### src/rtl/core/snhr_pkg.sv
`timescale 1ns / 1ps

package snhr_pkg;

  localparam int STACK_DEPTH_DEF = 32;
  localparam int SP_W = 6;
  localparam int POS_W = 24;
  localparam int WORD_W = 32;
  localparam int CNT_W = 7;
  localparam int CFG_IDX_W = 1;
  localparam int CFG_DATA_W = 24;
  localparam logic [WORD_W-1:0] DEPTH_FAR = '1;
  localparam logic [CNT_W-1:0] HEADER_WORDS = 7'd3;

  localparam logic [CFG_IDX_W-1:0] CFG_SELECT_MODE = 1'd0;
  localparam logic [CFG_IDX_W-1:0] CFG_BUFFER_SIZE = 1'd1;

  typedef enum logic [2:0] {
    OP_INIT  = 3'd0,
    OP_POP   = 3'd1,
    OP_PUSH  = 3'd2,
    OP_LOAD  = 3'd3,
    OP_DEPTH = 3'd4,
    OP_FLUSH = 3'd5
  } op_t;

  typedef enum logic [1:0] {
    ERR_NONE      = 2'd0,
    ERR_UNDERFLOW = 2'd1,
    ERR_OVERFLOW  = 2'd2,
    ERR_INVALID   = 2'd3
  } err_t;

  typedef enum logic [1:0] {
    ST_IDLE,
    ST_PLAN,
    ST_WORDS,
    ST_STATUS
  } state_t;

  typedef struct packed {
    logic load;
    logic plan;
    logic emit_word;
    logic emit_status;
    logic commit;
  } ctrl_cmd_t;

  typedef struct packed {
    logic no_words;
    logic last_word;
  } dp_status_t;

endpackage

### src/rtl/core/selection_name_stack_hit_recorder.sv
`timescale 1ns / 1ps

// Selection-mode hit recorder with a name stack of STACK_DEPTH entries.
// Configuration: cfg_write with cfg_index 0 sets select_mode, index 1 buffer_size;
// writes take effect at once; the user makes them only while idle, not enforced.
// Commands: an operation word is taken when start is high and busy is low.
// Each command yields one or more result words, each shown for one cycle with
// out_valid high; the final word of a command carries last.
// A command that writes no buffer word yields one status word after its plan
// state. A command that flushes a hit record is planned, then emits one buffer
// word per cycle, n words in all (n up to STACK_DEPTH + 3), set by the single
// read port of the name memory.
// busy falls in the cycle the last word is shown, so the next command may start
// there. State changes are applied when the last word goes out.
// Reset clears the stack pointer, depths, hit flag, write position, overflow
// flag, hit count and both configuration registers; the name memory is not
// cleared. The receiver cannot stall, so words go out at the pace above.
module selection_name_stack_hit_recorder #(
  parameter int STACK_DEPTH = snhr_pkg::STACK_DEPTH_DEF
) (
  input  logic                           clk,
  input  logic                           rst,
  input  logic                           cfg_write,
  input  logic [snhr_pkg::CFG_IDX_W-1:0]  cfg_index,
  input  logic [snhr_pkg::CFG_DATA_W-1:0] cfg_data,
  input  logic                           start,
  output logic                           busy,
  input  logic [2:0]                     operation,
  input  logic [snhr_pkg::WORD_W-1:0]     name_value,
  input  logic [snhr_pkg::WORD_W-1:0]     depth_value,
  output logic                           out_valid,
  output logic                           has_word,
  output logic [snhr_pkg::POS_W-1:0]      word_index,
  output logic [snhr_pkg::WORD_W-1:0]     word_value,
  output logic [1:0]                     error_code,
  output logic                           overflow_flag,
  output logic [snhr_pkg::SP_W-1:0]       stack_depth,
  output logic [snhr_pkg::POS_W-1:0]      hit_count,
  output logic                           last
);
  import snhr_pkg::*;

  ctrl_cmd_t  cmd;
  dp_status_t stat;

  snhr_ctrl u_ctrl (
    .clk   (clk),
    .rst   (rst),
    .start (start),
    .stat  (stat),
    .cmd   (cmd),
    .busy  (busy)
  );

  snhr_datapath #(
    .STACK_DEPTH (STACK_DEPTH)
  ) u_datapath (
    .clk           (clk),
    .rst           (rst),
    .cfg_write     (cfg_write),
    .cfg_index     (cfg_index),
    .cfg_data      (cfg_data),
    .operation     (operation),
    .name_value    (name_value),
    .depth_value   (depth_value),
    .cmd           (cmd),
    .stat          (stat),
    .out_valid     (out_valid),
    .has_word      (has_word),
    .word_index    (word_index),
    .word_value    (word_value),
    .error_code    (error_code),
    .overflow_flag (overflow_flag),
    .stack_depth   (stack_depth),
    .hit_count     (hit_count),
    .last          (last)
  );

  a_accept_busy: assert property (@(posedge clk) disable iff (rst)
    start && !busy |=> busy)
    else $error("accepted command did not raise busy");

  a_last_gap: assert property (@(posedge clk) disable iff (rst)
    out_valid && last |=> !out_valid)
    else $error("result word followed the last word of a command");

  a_status_last: assert property (@(posedge clk) disable iff (rst)
    out_valid && !has_word |-> last)
    else $error("status word not marked last");

  a_depth_bound: assert property (@(posedge clk) disable iff (rst)
    out_valid |-> (int'(stack_depth) <= STACK_DEPTH))
    else $error("stack depth beyond capacity");

endmodule

### src/rtl/core/snhr_ctrl.sv
`timescale 1ns / 1ps

module snhr_ctrl (
  input  logic                clk,
  input  logic                rst,
  input  logic                start,
  input  snhr_pkg::dp_status_t stat,
  output snhr_pkg::ctrl_cmd_t cmd,
  output logic                busy
);
  import snhr_pkg::*;

  state_t state;
  state_t state_next;

  always_ff @(posedge clk) begin
    if (rst) begin
      state <= ST_IDLE;
    end else begin
      state <= state_next;
    end
  end

  always_comb begin
    state_next = state;
    unique case (state)
      ST_IDLE: begin
        if (start) begin
          state_next = ST_PLAN;
        end
      end
      ST_PLAN: begin
        state_next = stat.no_words ? ST_STATUS : ST_WORDS;
      end
      ST_WORDS: begin
        if (stat.last_word) begin
          state_next = ST_IDLE;
        end
      end
      ST_STATUS: begin
        state_next = ST_IDLE;
      end
      default: begin
        state_next = ST_IDLE;
      end
    endcase
  end

  always_comb begin
    cmd = '0;
    busy = 1'b1;
    unique case (state)
      ST_IDLE: begin
        busy = 1'b0;
        cmd.load = start;
      end
      ST_PLAN: begin
        cmd.plan = 1'b1;
      end
      ST_WORDS: begin
        cmd.emit_word = 1'b1;
        cmd.commit = stat.last_word;
      end
      ST_STATUS: begin
        cmd.emit_status = 1'b1;
        cmd.commit = 1'b1;
      end
      default: begin
        busy = 1'b1;
      end
    endcase
  end

endmodule

### src/rtl/core/snhr_datapath.sv
`timescale 1ns / 1ps

module snhr_datapath #(
  parameter int STACK_DEPTH = snhr_pkg::STACK_DEPTH_DEF
) (
  input  logic                           clk,
  input  logic                           rst,
  input  logic                           cfg_write,
  input  logic [snhr_pkg::CFG_IDX_W-1:0]  cfg_index,
  input  logic [snhr_pkg::CFG_DATA_W-1:0] cfg_data,
  input  logic [2:0]                     operation,
  input  logic [snhr_pkg::WORD_W-1:0]     name_value,
  input  logic [snhr_pkg::WORD_W-1:0]     depth_value,
  input  snhr_pkg::ctrl_cmd_t            cmd,
  output snhr_pkg::dp_status_t           stat,
  output logic                           out_valid,
  output logic                           has_word,
  output logic [snhr_pkg::POS_W-1:0]      word_index,
  output logic [snhr_pkg::WORD_W-1:0]     word_value,
  output logic [1:0]                     error_code,
  output logic                           overflow_flag,
  output logic [snhr_pkg::SP_W-1:0]       stack_depth,
  output logic [snhr_pkg::POS_W-1:0]      hit_count,
  output logic                           last
);
  import snhr_pkg::*;

  localparam int IDX_W = (STACK_DEPTH > 1) ? $clog2(STACK_DEPTH) : 1;
  localparam logic [SP_W-1:0] SP_FULL = SP_W'(STACK_DEPTH);

  logic [WORD_W-1:0] name_mem [STACK_DEPTH];
  logic [WORD_W-1:0] rd_data;

  logic              select_mode;
  logic [POS_W-1:0]  buffer_size;

  logic [SP_W-1:0]   sp;
  logic [WORD_W-1:0] min_depth;
  logic [WORD_W-1:0] max_depth;
  logic              hit_pending;
  logic [POS_W-1:0]  write_position;
  logic              overflowed;
  logic [POS_W-1:0]  records;

  logic [2:0]        op_r;
  logic [WORD_W-1:0] name_r;
  logic [WORD_W-1:0] depth_r;

  logic              act;
  logic              flush_r;
  err_t              err_r;
  logic [CNT_W-1:0]  n_emit;
  logic [SP_W-1:0]   sp_final;
  logic              ovf_final;
  logic [POS_W-1:0]  hits_final;
  logic [CNT_W-1:0]  k;

  logic              legal;
  logic              changes;
  err_t              err_c;
  logic [SP_W-1:0]   sp_c;
  logic              flush_c;
  logic [CNT_W-1:0]  total;
  logic [POS_W-1:0]  room;
  logic [CNT_W-1:0]  n_c;
  logic              ovf_c;
  logic [CNT_W-1:0]  rd_ptr;
  logic [SP_W-1:0]   sp_less;
  logic [WORD_W-1:0] word_sel;

  always_comb begin
    legal = 1'b1;
    changes = 1'b0;
    err_c = ERR_NONE;
    sp_c = sp;
    unique case (op_r)
      OP_INIT: begin
        changes = 1'b1;
        sp_c = '0;
      end
      OP_POP: begin
        if (sp == '0) begin
          legal = 1'b0;
          err_c = ERR_UNDERFLOW;
        end else begin
          changes = 1'b1;
          sp_c = sp - SP_W'(1);
        end
      end
      OP_PUSH: begin
        if (sp >= SP_FULL) begin
          legal = 1'b0;
          err_c = ERR_OVERFLOW;
        end else begin
          changes = 1'b1;
          sp_c = sp + SP_W'(1);
        end
      end
      OP_LOAD: begin
        if (sp == '0 || sp > SP_FULL) begin
          legal = 1'b0;
          err_c = ERR_INVALID;
        end else begin
          changes = 1'b1;
        end
      end
      OP_FLUSH: begin
        changes = 1'b1;
      end
      default: begin
        changes = 1'b0;
      end
    endcase
    if (!select_mode) begin
      legal = 1'b0;
      changes = 1'b0;
      err_c = ERR_NONE;
      sp_c = sp;
    end
  end

  assign flush_c = changes && hit_pending && (buffer_size != '0);
  assign total = CNT_W'(sp) + HEADER_WORDS;
  assign room = (write_position < buffer_size) ? (buffer_size - write_position) : '0;
  assign n_c = !flush_c ? '0 : ((room < POS_W'(total)) ? room[CNT_W-1:0] : total);
  assign ovf_c = overflowed ||
                 (flush_c && (({1'b0, write_position} + (POS_W + 1)'(total)) >
                              {1'b0, buffer_size}));

  assign rd_ptr = k - CNT_W'(2);
  assign sp_less = sp - SP_W'(1);

  assign stat.no_words = (n_c == '0);
  assign stat.last_word = (k == n_emit - CNT_W'(1));

  always_comb begin
    unique case (k)
      CNT_W'(0): word_sel = WORD_W'(sp);
      CNT_W'(1): word_sel = min_depth;
      CNT_W'(2): word_sel = max_depth;
      default:   word_sel = rd_data;
    endcase
  end

  always_ff @(posedge clk) begin
    rd_data <= name_mem[rd_ptr[IDX_W-1:0]];
    if (cmd.commit && act) begin
      if (op_r == OP_PUSH) begin
        name_mem[sp[IDX_W-1:0]] <= name_r;
      end else if (op_r == OP_LOAD) begin
        name_mem[sp_less[IDX_W-1:0]] <= name_r;
      end
    end
  end

  always_ff @(posedge clk) begin
    if (cmd.load) begin
      op_r <= operation;
      name_r <= name_value;
      depth_r <= depth_value;
    end
    if (cmd.plan) begin
      act <= legal;
      flush_r <= flush_c;
      err_r <= err_c;
      n_emit <= n_c;
      sp_final <= sp_c;
      ovf_final <= ovf_c;
      hits_final <= records + POS_W'(flush_c);
      k <= '0;
    end else if (cmd.emit_word) begin
      k <= k + CNT_W'(1);
    end
    if (cmd.emit_word) begin
      has_word <= 1'b1;
      word_index <= write_position + POS_W'(k);
      word_value <= word_sel;
      last <= stat.last_word;
    end else if (cmd.emit_status) begin
      has_word <= 1'b0;
      word_index <= '0;
      word_value <= '0;
      last <= 1'b1;
    end
    if (cmd.emit_word || cmd.emit_status) begin
      error_code <= err_r;
      overflow_flag <= ovf_final;
      stack_depth <= sp_final;
      hit_count <= hits_final;
    end
  end

  always_ff @(posedge clk) begin
    if (rst) begin
      out_valid <= 1'b0;
      select_mode <= 1'b0;
      buffer_size <= '0;
      sp <= '0;
      min_depth <= DEPTH_FAR;
      max_depth <= '0;
      hit_pending <= 1'b0;
      write_position <= '0;
      overflowed <= 1'b0;
      records <= '0;
    end else begin
      out_valid <= cmd.emit_word || cmd.emit_status;
      if (cfg_write) begin
        if (cfg_index == CFG_SELECT_MODE) begin
          select_mode <= cfg_data[0];
        end else if (cfg_index == CFG_BUFFER_SIZE) begin
          buffer_size <= cfg_data[POS_W-1:0];
        end
      end
      if (cmd.commit) begin
        if (flush_r) begin
          records <= hits_final;
          min_depth <= DEPTH_FAR;
          max_depth <= '0;
          hit_pending <= 1'b0;
          write_position <= write_position + POS_W'(n_emit);
          overflowed <= ovf_final;
        end
        sp <= sp_final;
        if (act && op_r == OP_DEPTH) begin
          if (depth_r < min_depth) begin
            min_depth <= depth_r;
          end
          if (depth_r > max_depth) begin
            max_depth <= depth_r;
          end
          hit_pending <= 1'b1;
        end
      end
    end
  end

endmodule

### config.mk
export PLATFORM = sky130hd
export DESIGN_NAME = selection_name_stack_hit_recorder
export DESIGN_NICKNAME = d
export VERILOG_FILES = /design/src/rtl/core/snhr_pkg.sv /design/src/rtl/core/selection_name_stack_hit_recorder.sv /design/src/rtl/core/snhr_ctrl.sv /design/src/rtl/core/snhr_datapath.sv
export SDC_FILE = /design/constraint.sdc
export NUM_CORES = 2
export LEC_CHECK = 0
export ABC_AREA = 1
export BUFFER_PORTS_ARGS = -buffer_cell sky130_fd_sc_hd__buf_2
export CAP_MARGIN = 20
export CORE_ASPECT_RATIO = 2
export CORE_UTILIZATION = 47
export CTS_CLUSTER_SIZE = 10
export DETAILED_ROUTE_END_ITERATION = 10
export GPL_TIMING_DRIVEN = 1
export MAX_ROUTING_LAYER = met4
export PLACE_DENSITY = 0.7
export SYNTH_ARGS = -nofsm -noshare
export SYNTH_HDL_FRONTEND = slang
export SYNTH_SLANG_ARGS = --single-unit
### constraint.sdc
create_clock -name clk -period 7.4 [get_ports clk]
set_clock_uncertainty 0.15 [all_clocks]
set_input_delay 0.37 -clock clk [delete_from_list [all_inputs] [get_ports clk]]
set_output_delay 0.37 -clock clk [all_outputs]
set_load 0.05 [all_outputs]
== Yosys cells after proc, flatten, opt, wreduce, memory -nomap -nowiden ==
Memory sizes are Yosys's and may differ from the RTL's. A register that Yosys moved wholly into a read port is not among the register bits.
Index checks and enable logic that the tools add are counted.
Widths: inputs -> output; s select.
Cells by class
  bitwise logic cells: 1
  divide/modulo/power cells: 0
  add/sub/neg operators: 11
  multiply operators: 0
  eq/ne operators: 13
  muxes and demuxes: 52
  reductions and logical operators: 23
  magnitude comparators: 7
  shift operators: 0
Operators by type and width (count)
  $mux 32: 9
  $pmux 32 s3: 1
  $mux 24: 3
  $add 24x7->24: 2
  $gt 32x32->1: 1
  $lt 32x32->1: 1
  $reduce_or 32->1: 1
  $add 24x7->25: 1
  $gt 25x24->1: 1
  $add 24x1->24: 1
  $lt 24x24->1: 1
  $lt 24x7->1: 1
  $reduce_bool 24->1: 1
  $sub 24x24->24: 1
  $mux 1: 23
  $mux 6: 3
  $pmux 6 s3: 1
  $logic_not 7->1: 2
  $mux 7: 2
  $reduce_and 2->1: 5
  $mux 2: 4
  $pmux 2 s4: 1
  $add 6x2->7 const B: 1
  $add 7x1->7 const B: 1
  other kinds (29): 39
Storage, ports and cells
  bits in read-only memories: 0
  logic and storage cells: 138
  memories: 1
  bits in latches: 0
  bits of input ports: 96
  bits in writable memories: 1024
  flip-flop bits (word level): 355
Memories
  u_datapath.name_mem: depth 32, width 32, rd ports 1, clocked after memory_dff 1, write ports 1, line snhr_datapath.sv:31  | logic [WORD_W-1:0] name_mem [STACK_DEPTH];

== Longest topological paths before layout ==
  depth in word-level cells: 11
  depth in mapped cells: 28

== Hierarchy ==
Synthesis repeated with hierarchy kept, for this count alone.
Second synthesis, totals
  cell total of the unflattened synthesis: 5237
  area total of the unflattened synthesis: 60217.8 µm²
By module, submodules not included
  snhr_datapath: instances 1, cells an instance 5214, area each 60077.6 µm², sequential area each 40448.8 µm²
  snhr_ctrl: instances 1, cells an instance 23, area each 140.1 µm², sequential area each 40.0 µm²

== Least setup slack after synthesis ==
No wires, ideal clock.
  kind: register to register
  from: reg u_datapath.n_emit[1]
  to: mem u_datapath.name_mem[12][0], enable pin
  slack: 3172 ps
  arrival time: 3657 ps
  path buffers: 0
  cell stages (with the launch flop): 17
  clock period less this slack: 4228 ps
  required time: 6829 ps
  path through: edfxtp_1 > inv_1 > ha_1 > nand3_1 > nor3_1 > xor2_1 > nor3_1 > nand4_1 > nand2_2 > nand3_2 > nor2_4 > inv_1 > nand2_1 > o21ai_2 > inv_1 > nand3_1 > nor2_1
On the way
  cells in the longest elaborated chain, start to end: 8
RTL lines
  from (decl): line snhr_datapath.sv:52  | logic [CNT_W-1:0] n_emit;
  from (signal assigned): line snhr_datapath.sv:166  | n_emit <= n_c;
  $sub 7x1->7 (*): line snhr_datapath.sv:134  | assign stat.last_word = (k == n_emit - CNT_W'(1));
  $eq 7x7->1 (*): line snhr_datapath.sv:134
  $pmux 1 s2 (*): line snhr_ctrl.sv:52  | unique case (state)
  $logic_and 1x1->1 (*): line snhr_datapath.sv:147  | if (cmd.commit && act) begin
  $mux 1: line snhr_datapath.sv:147
  $mux 1 (implied by the code): line snhr_datapath.sv:151  | name_mem[sp_less[IDX_W-1:0]] <= name_r;
  $reduce_or 32->1 (no source line)
  $mux 5 (no source line) or $mux 1 (tied branches)
  to (decl): line snhr_datapath.sv:31
Every way passes the cells marked *; elsewhere a longest branch is shown, timed or not.

== Worst setup path in the final report ==
  from: reg u_datapath.sp[0]
  to: reg u_datapath.hits_final[23], data pin
On the way
  cells in the longest elaborated chain, start to end: 8
RTL lines
  from (decl): line snhr_datapath.sv:37  | logic [SP_W-1:0] sp;
  from (signal assigned): line snhr_datapath.sv:223  | sp <= sp_final;
  $gt 6x6->1 or $logic_not 6->1 (tied branches): line snhr_datapath.sv:100, snhr_datapath.sv:82
  $logic_or 1x1->1: line snhr_datapath.sv:100  | if (sp == '0 || sp > SP_FULL) begin
  $mux 1: line snhr_datapath.sv:100
  $pmux 1 s4 (*): line snhr_datapath.sv:76  | unique case (op_r)
  $mux 1 (*): line snhr_datapath.sv:114  | if (!select_mode) begin
  $logic_and 1x1->1 (*) (2 in a row): line snhr_datapath.sv:122  | assign flush_c = changes && hit_pending && (buffer_size != '0);
  $add 24x1->24 (*): line snhr_datapath.sv:169  | hits_final <= records + POS_W'(flush_c);
  to (signal assigned): line snhr_datapath.sv:169
  to (decl): line snhr_datapath.sv:55  | logic [POS_W-1:0] hits_final;
Marks and branches as above.
A chain may end at the register's enable or synchronous reset.

==> impl_metrics.ini <==
[yosys]
yosysSeqAreaShare_pct = 67.0
synth_top_area_share_pct = 60.8
synth_fp_nets = 5511
ys_types = 57
ys_seq_elements = 1411
yosys-top-cells-area = edfxtp_1 61%, dfxtp_1 6.2%, o21ai_0 5.9%, nor2_1 4.7%, ha_1 3.1%
synth.avg_cell_area_um2 = 11.5
synth_top_cell_by_area = edfxtp_1
yosys_warnings = 0
syn_area_mm2 = 0.0604
syn_inst = 5261

[timing]
rsz0062_at_grt = no
finalCritPeriodShare_pct = 71.7
setup_ws_ns = 2.10
slew_headroom_pct = 21.1
finalSetupViolations = 0
fin_crit_ns = 5.30
hold_slack_ns = 0.0867
tightest_slew_ns = 1.18
fmax_ghz = 0.189
tns_ns = 0
maxSlewViolCount = 0
hold_viol = 0

[global_route]
grt_max_degree = 191
grt_use_total_pct = 27.5
grt_pass1_vias = 42708
grt_first_pass_wirelength_mm = 260
antenna_found_initial = 4
grt.overflow.total = 0

[placement]
place_area_mm2 = 0.0636
place.gp.congestion = 0.995
dp_slack_ns = 2.14
io_buffers = 188
dp_hpwl_mm = 114

[clocking]
cts_resized = 0
cts_setup_buffers = 0
cts_buffer_depth = 3
root_buffer = clkbuf_16
worstSkewPairLatency_ns = 0.79
ctsHoldBuffers = 95
numCtsBuffers = 159
cts_tree = yes
cts.clk_slew.worst_paths_ns = 0.06
cts_sinks = 1411
cts_htree_levels = 4

[worst_setup_path]
critPathRequiredTime_ns = 7.78
end_kind = register
critPathBufInv = 5
critical-path-slowest-cell = o2111a_1
critPathTopFamily = simple AND/OR/NAND/NOR gates
start_kind = register
r2r_cells = 24
reg2reg_to = u_datapath.hits_final[23]
r2r_setup_slack_ns = 2.10
r2r-start = u_datapath.sp[0]
cp_max_fo = 10
critPathArrivalTime_ns = 5.68
cp_slowest_stage_delay_ns = 0.58
crit_chain = clkinv_1, ha_1, inv_1, nor3_2, nand2_1, nor2_1, inv_1, nand2_1, inv_1, nor2_1, o211ai_1, nand2_1, inv_2, o2111a_1, ha_1, nand3_1, nor3_1, and3_1, nand4_1, nor4_1, nand4_1, nor2_1, nand4_1, xnor2_1
crit_type = register to register

[finish]
nNetsFinal = 5755
nFillCells = 10477
drive_above_1_share_pct = 10.1
syn_to_final_growth_pct = 15.1
final_area_mm2 = 0.0695

[routing]
drc_errors = 0
dr.first_iter.drc_count = 4951
met3_length_mm = 11.1
wl_met2_mm = 94.1
ant_nets = 0
m1WireLength_mm = 60.1
route.vias.total = 43369
via_per_inst = 5.97
wl_per_cell_um = 24.4
highest_layer = met4
firstDrtPassIters = 8
finalWirelength_mm = 177

[hold_path]
holdPathEnd = u_datapath.hit_pending
min_from = rst
hold_class = input port to register
holdPathStages = 3

[die]
row_count = 185
core_mm2 = 0.127
die_h_um = 509
die_w_um = 256
ios = 189
floorplan.die_area_mm2 = 0.130
start_util_pct = 47.5

[outcome]
status = finished clean

[job]
max_cap_violations = 0

[power]
ir_drop_v = 0.000234
cellPowerDensity_mw_per_mm2 = 295
p_leak_nw = 24.4
fin_total_pwr_w = 0.0205
[cells by family (layout without fill, tap and decap cells)]
family                   count (synthesis)  in the layout  synth area share [%]
flip-flops                            1411           1411                  67.0
buffers and inverters                  670            979                  4.19
AND/OR/NAND/NOR                       1607           1607                  11.3
AO/OA/AOI/OAI                         1343           1343                  13.2
other                                    0              7                     0
XOR/XNOR                                76             76                  1.10
adder cells (fa/ha/maj)                154            154                  3.24
[worst min-delay path: stages]
cell,delay (ns)
buf_2,0.10
buf_4,0.30
a21oi_1,0.18
[report_power, final]
group | switching [W] | total, W | internal, W
clock | 0.00307 | 0.00707 | 0.00399
sequential | 0.000273 | 0.00918 | 0.00890
combinational | 0.00315 | 0.00428 | 0.00113
total | 0.00650 | 0.0205 | 0.0140
[cells in the mapped netlist, drive strengths merged]
cell	count
clkinv	10
a2bb2oi	1
o21ai	720
nor4b	1
nor2	767
o311ai	1
fa	4
ha	150
a211oi	6
a22oi	1
nor4	12
nor3	47
and2	2
a31oi	65
o211ai	38
a21oi	196
xnor2	20
or2	1
a32oi	32
a221oi	6
inv	358
a31o	1
nand2	482
nand4	40
and3	3
o22ai	64
xor2	56
o21a	3
nand3b	39
o2111a	1
o221ai	201
o31ai	2
clkbuf	286
buf	16
nand3	213
o2111ai	1
edfxtp	1223
dfxtp	188
a21o	2
o21bai	2
[how the worst max path moves through the flow]
stage / cells after the start / start / slack [ns] / to
6_report: 24 / u_datapath.sp[0] / 2.10 / u_datapath.hits_final[23]
5_1_grt: 27 / u_datapath.sp[0] / 1.72 / u_datapath.hits_final[22]
4_1_cts: 24 / u_datapath.sp[0] / 2.12 / u_datapath.hits_final[23]
3_5_place_dp: 24 / u_datapath.sp[0] / 2.14 / u_datapath.hits_final[23]
3_3_place_gp: 24 / u_datapath.sp[0] / 2.18 / u_datapath.hits_final[23]
2_1_floorplan: 16 / u_datapath.n_emit[1] / 3.17 / u_datapath.name_mem[12][0]
[layer usage]
metal  vias up  global-route usage [%]
met5         -                       -
met4         0                    18.0
met3       473                    3.41
met2      2072                    49.0
met1     21250                    28.4
li1      19574                       -
[layout make-up]
cell class / count / area [um^2] / share of cell area, %
Tap cell: 1683 / 2110 / 3.03
Timing Repair Buffer: 385 / 3240 / 4.66
Sequential cell: 1411 / 40500 / 58.3
Clock inverter: 16 / 352 / 0.506
Antenna cell: 7 / 17.5 / 0.0252
Clock buffer: 210 / 4190 / 6.03
Inverter: 368 / 1400 / 2.01
Multi-Input combinational cell: 3180 / 17700 / 25.5
[flip-flops by register name (all words and copies together) (netlist names), 7 cells and up]
name	flops
u_datapath.word_index	24
u_datapath.hits_final	24
u_datapath.max_depth	32
u_datapath.buffer_size	24
u_datapath.write_position	24
u_datapath.hit_count	24
u_datapath.depth_r	32
u_datapath.k	7
u_datapath.min_depth	32
u_datapath.word_value	32
u_datapath.name_r	32
u_datapath.n_emit	7
u_datapath.rd_data	32
u_datapath.name_mem	1024
u_datapath.records	24
[per-stage QoR]
step,utilization [%],instances
3_5_place_dp,49.9,6916
6_report,54.6,7260
5_1_grt,54.6,7260
2_1_floorplan,-,5261
3_3_place_gp,49.7,6903
4_1_cts,54.3,7237
[cells in the final DEF, fill, tap and decap left out, types with 5 or more instances in the layout]
master            n
diode_2           7
nand3_1         209
edfxtp_1       1223
clkbuf_16       160
o22ai_1          64
inv_1           345
nand2_4           5
nand2_2          11
ha_1            149
o21ai_0         716
buf_2           188
dlygate4sd3_1    95
clkbuf_1         50
nor2_2            7
buf_12           10
a32oi_1          32
inv_2            10
o221ai_1        201
buf_4            69
nor2_4           37
a221oi_1          6
xor2_1           55
a31oi_1          65
a21oi_1         194
nand2_1         466
dfxtp_1         185
clkinv_1          8
o211ai_1         38
buf_16           23
nor4_1           12
a211oi_1          6
nor3_1           43
nor2_1          722
nand3b_1         39
clkinv_16         7
xnor2_1          19
nand4_1          39
Power figures use the tool's default switching activity.
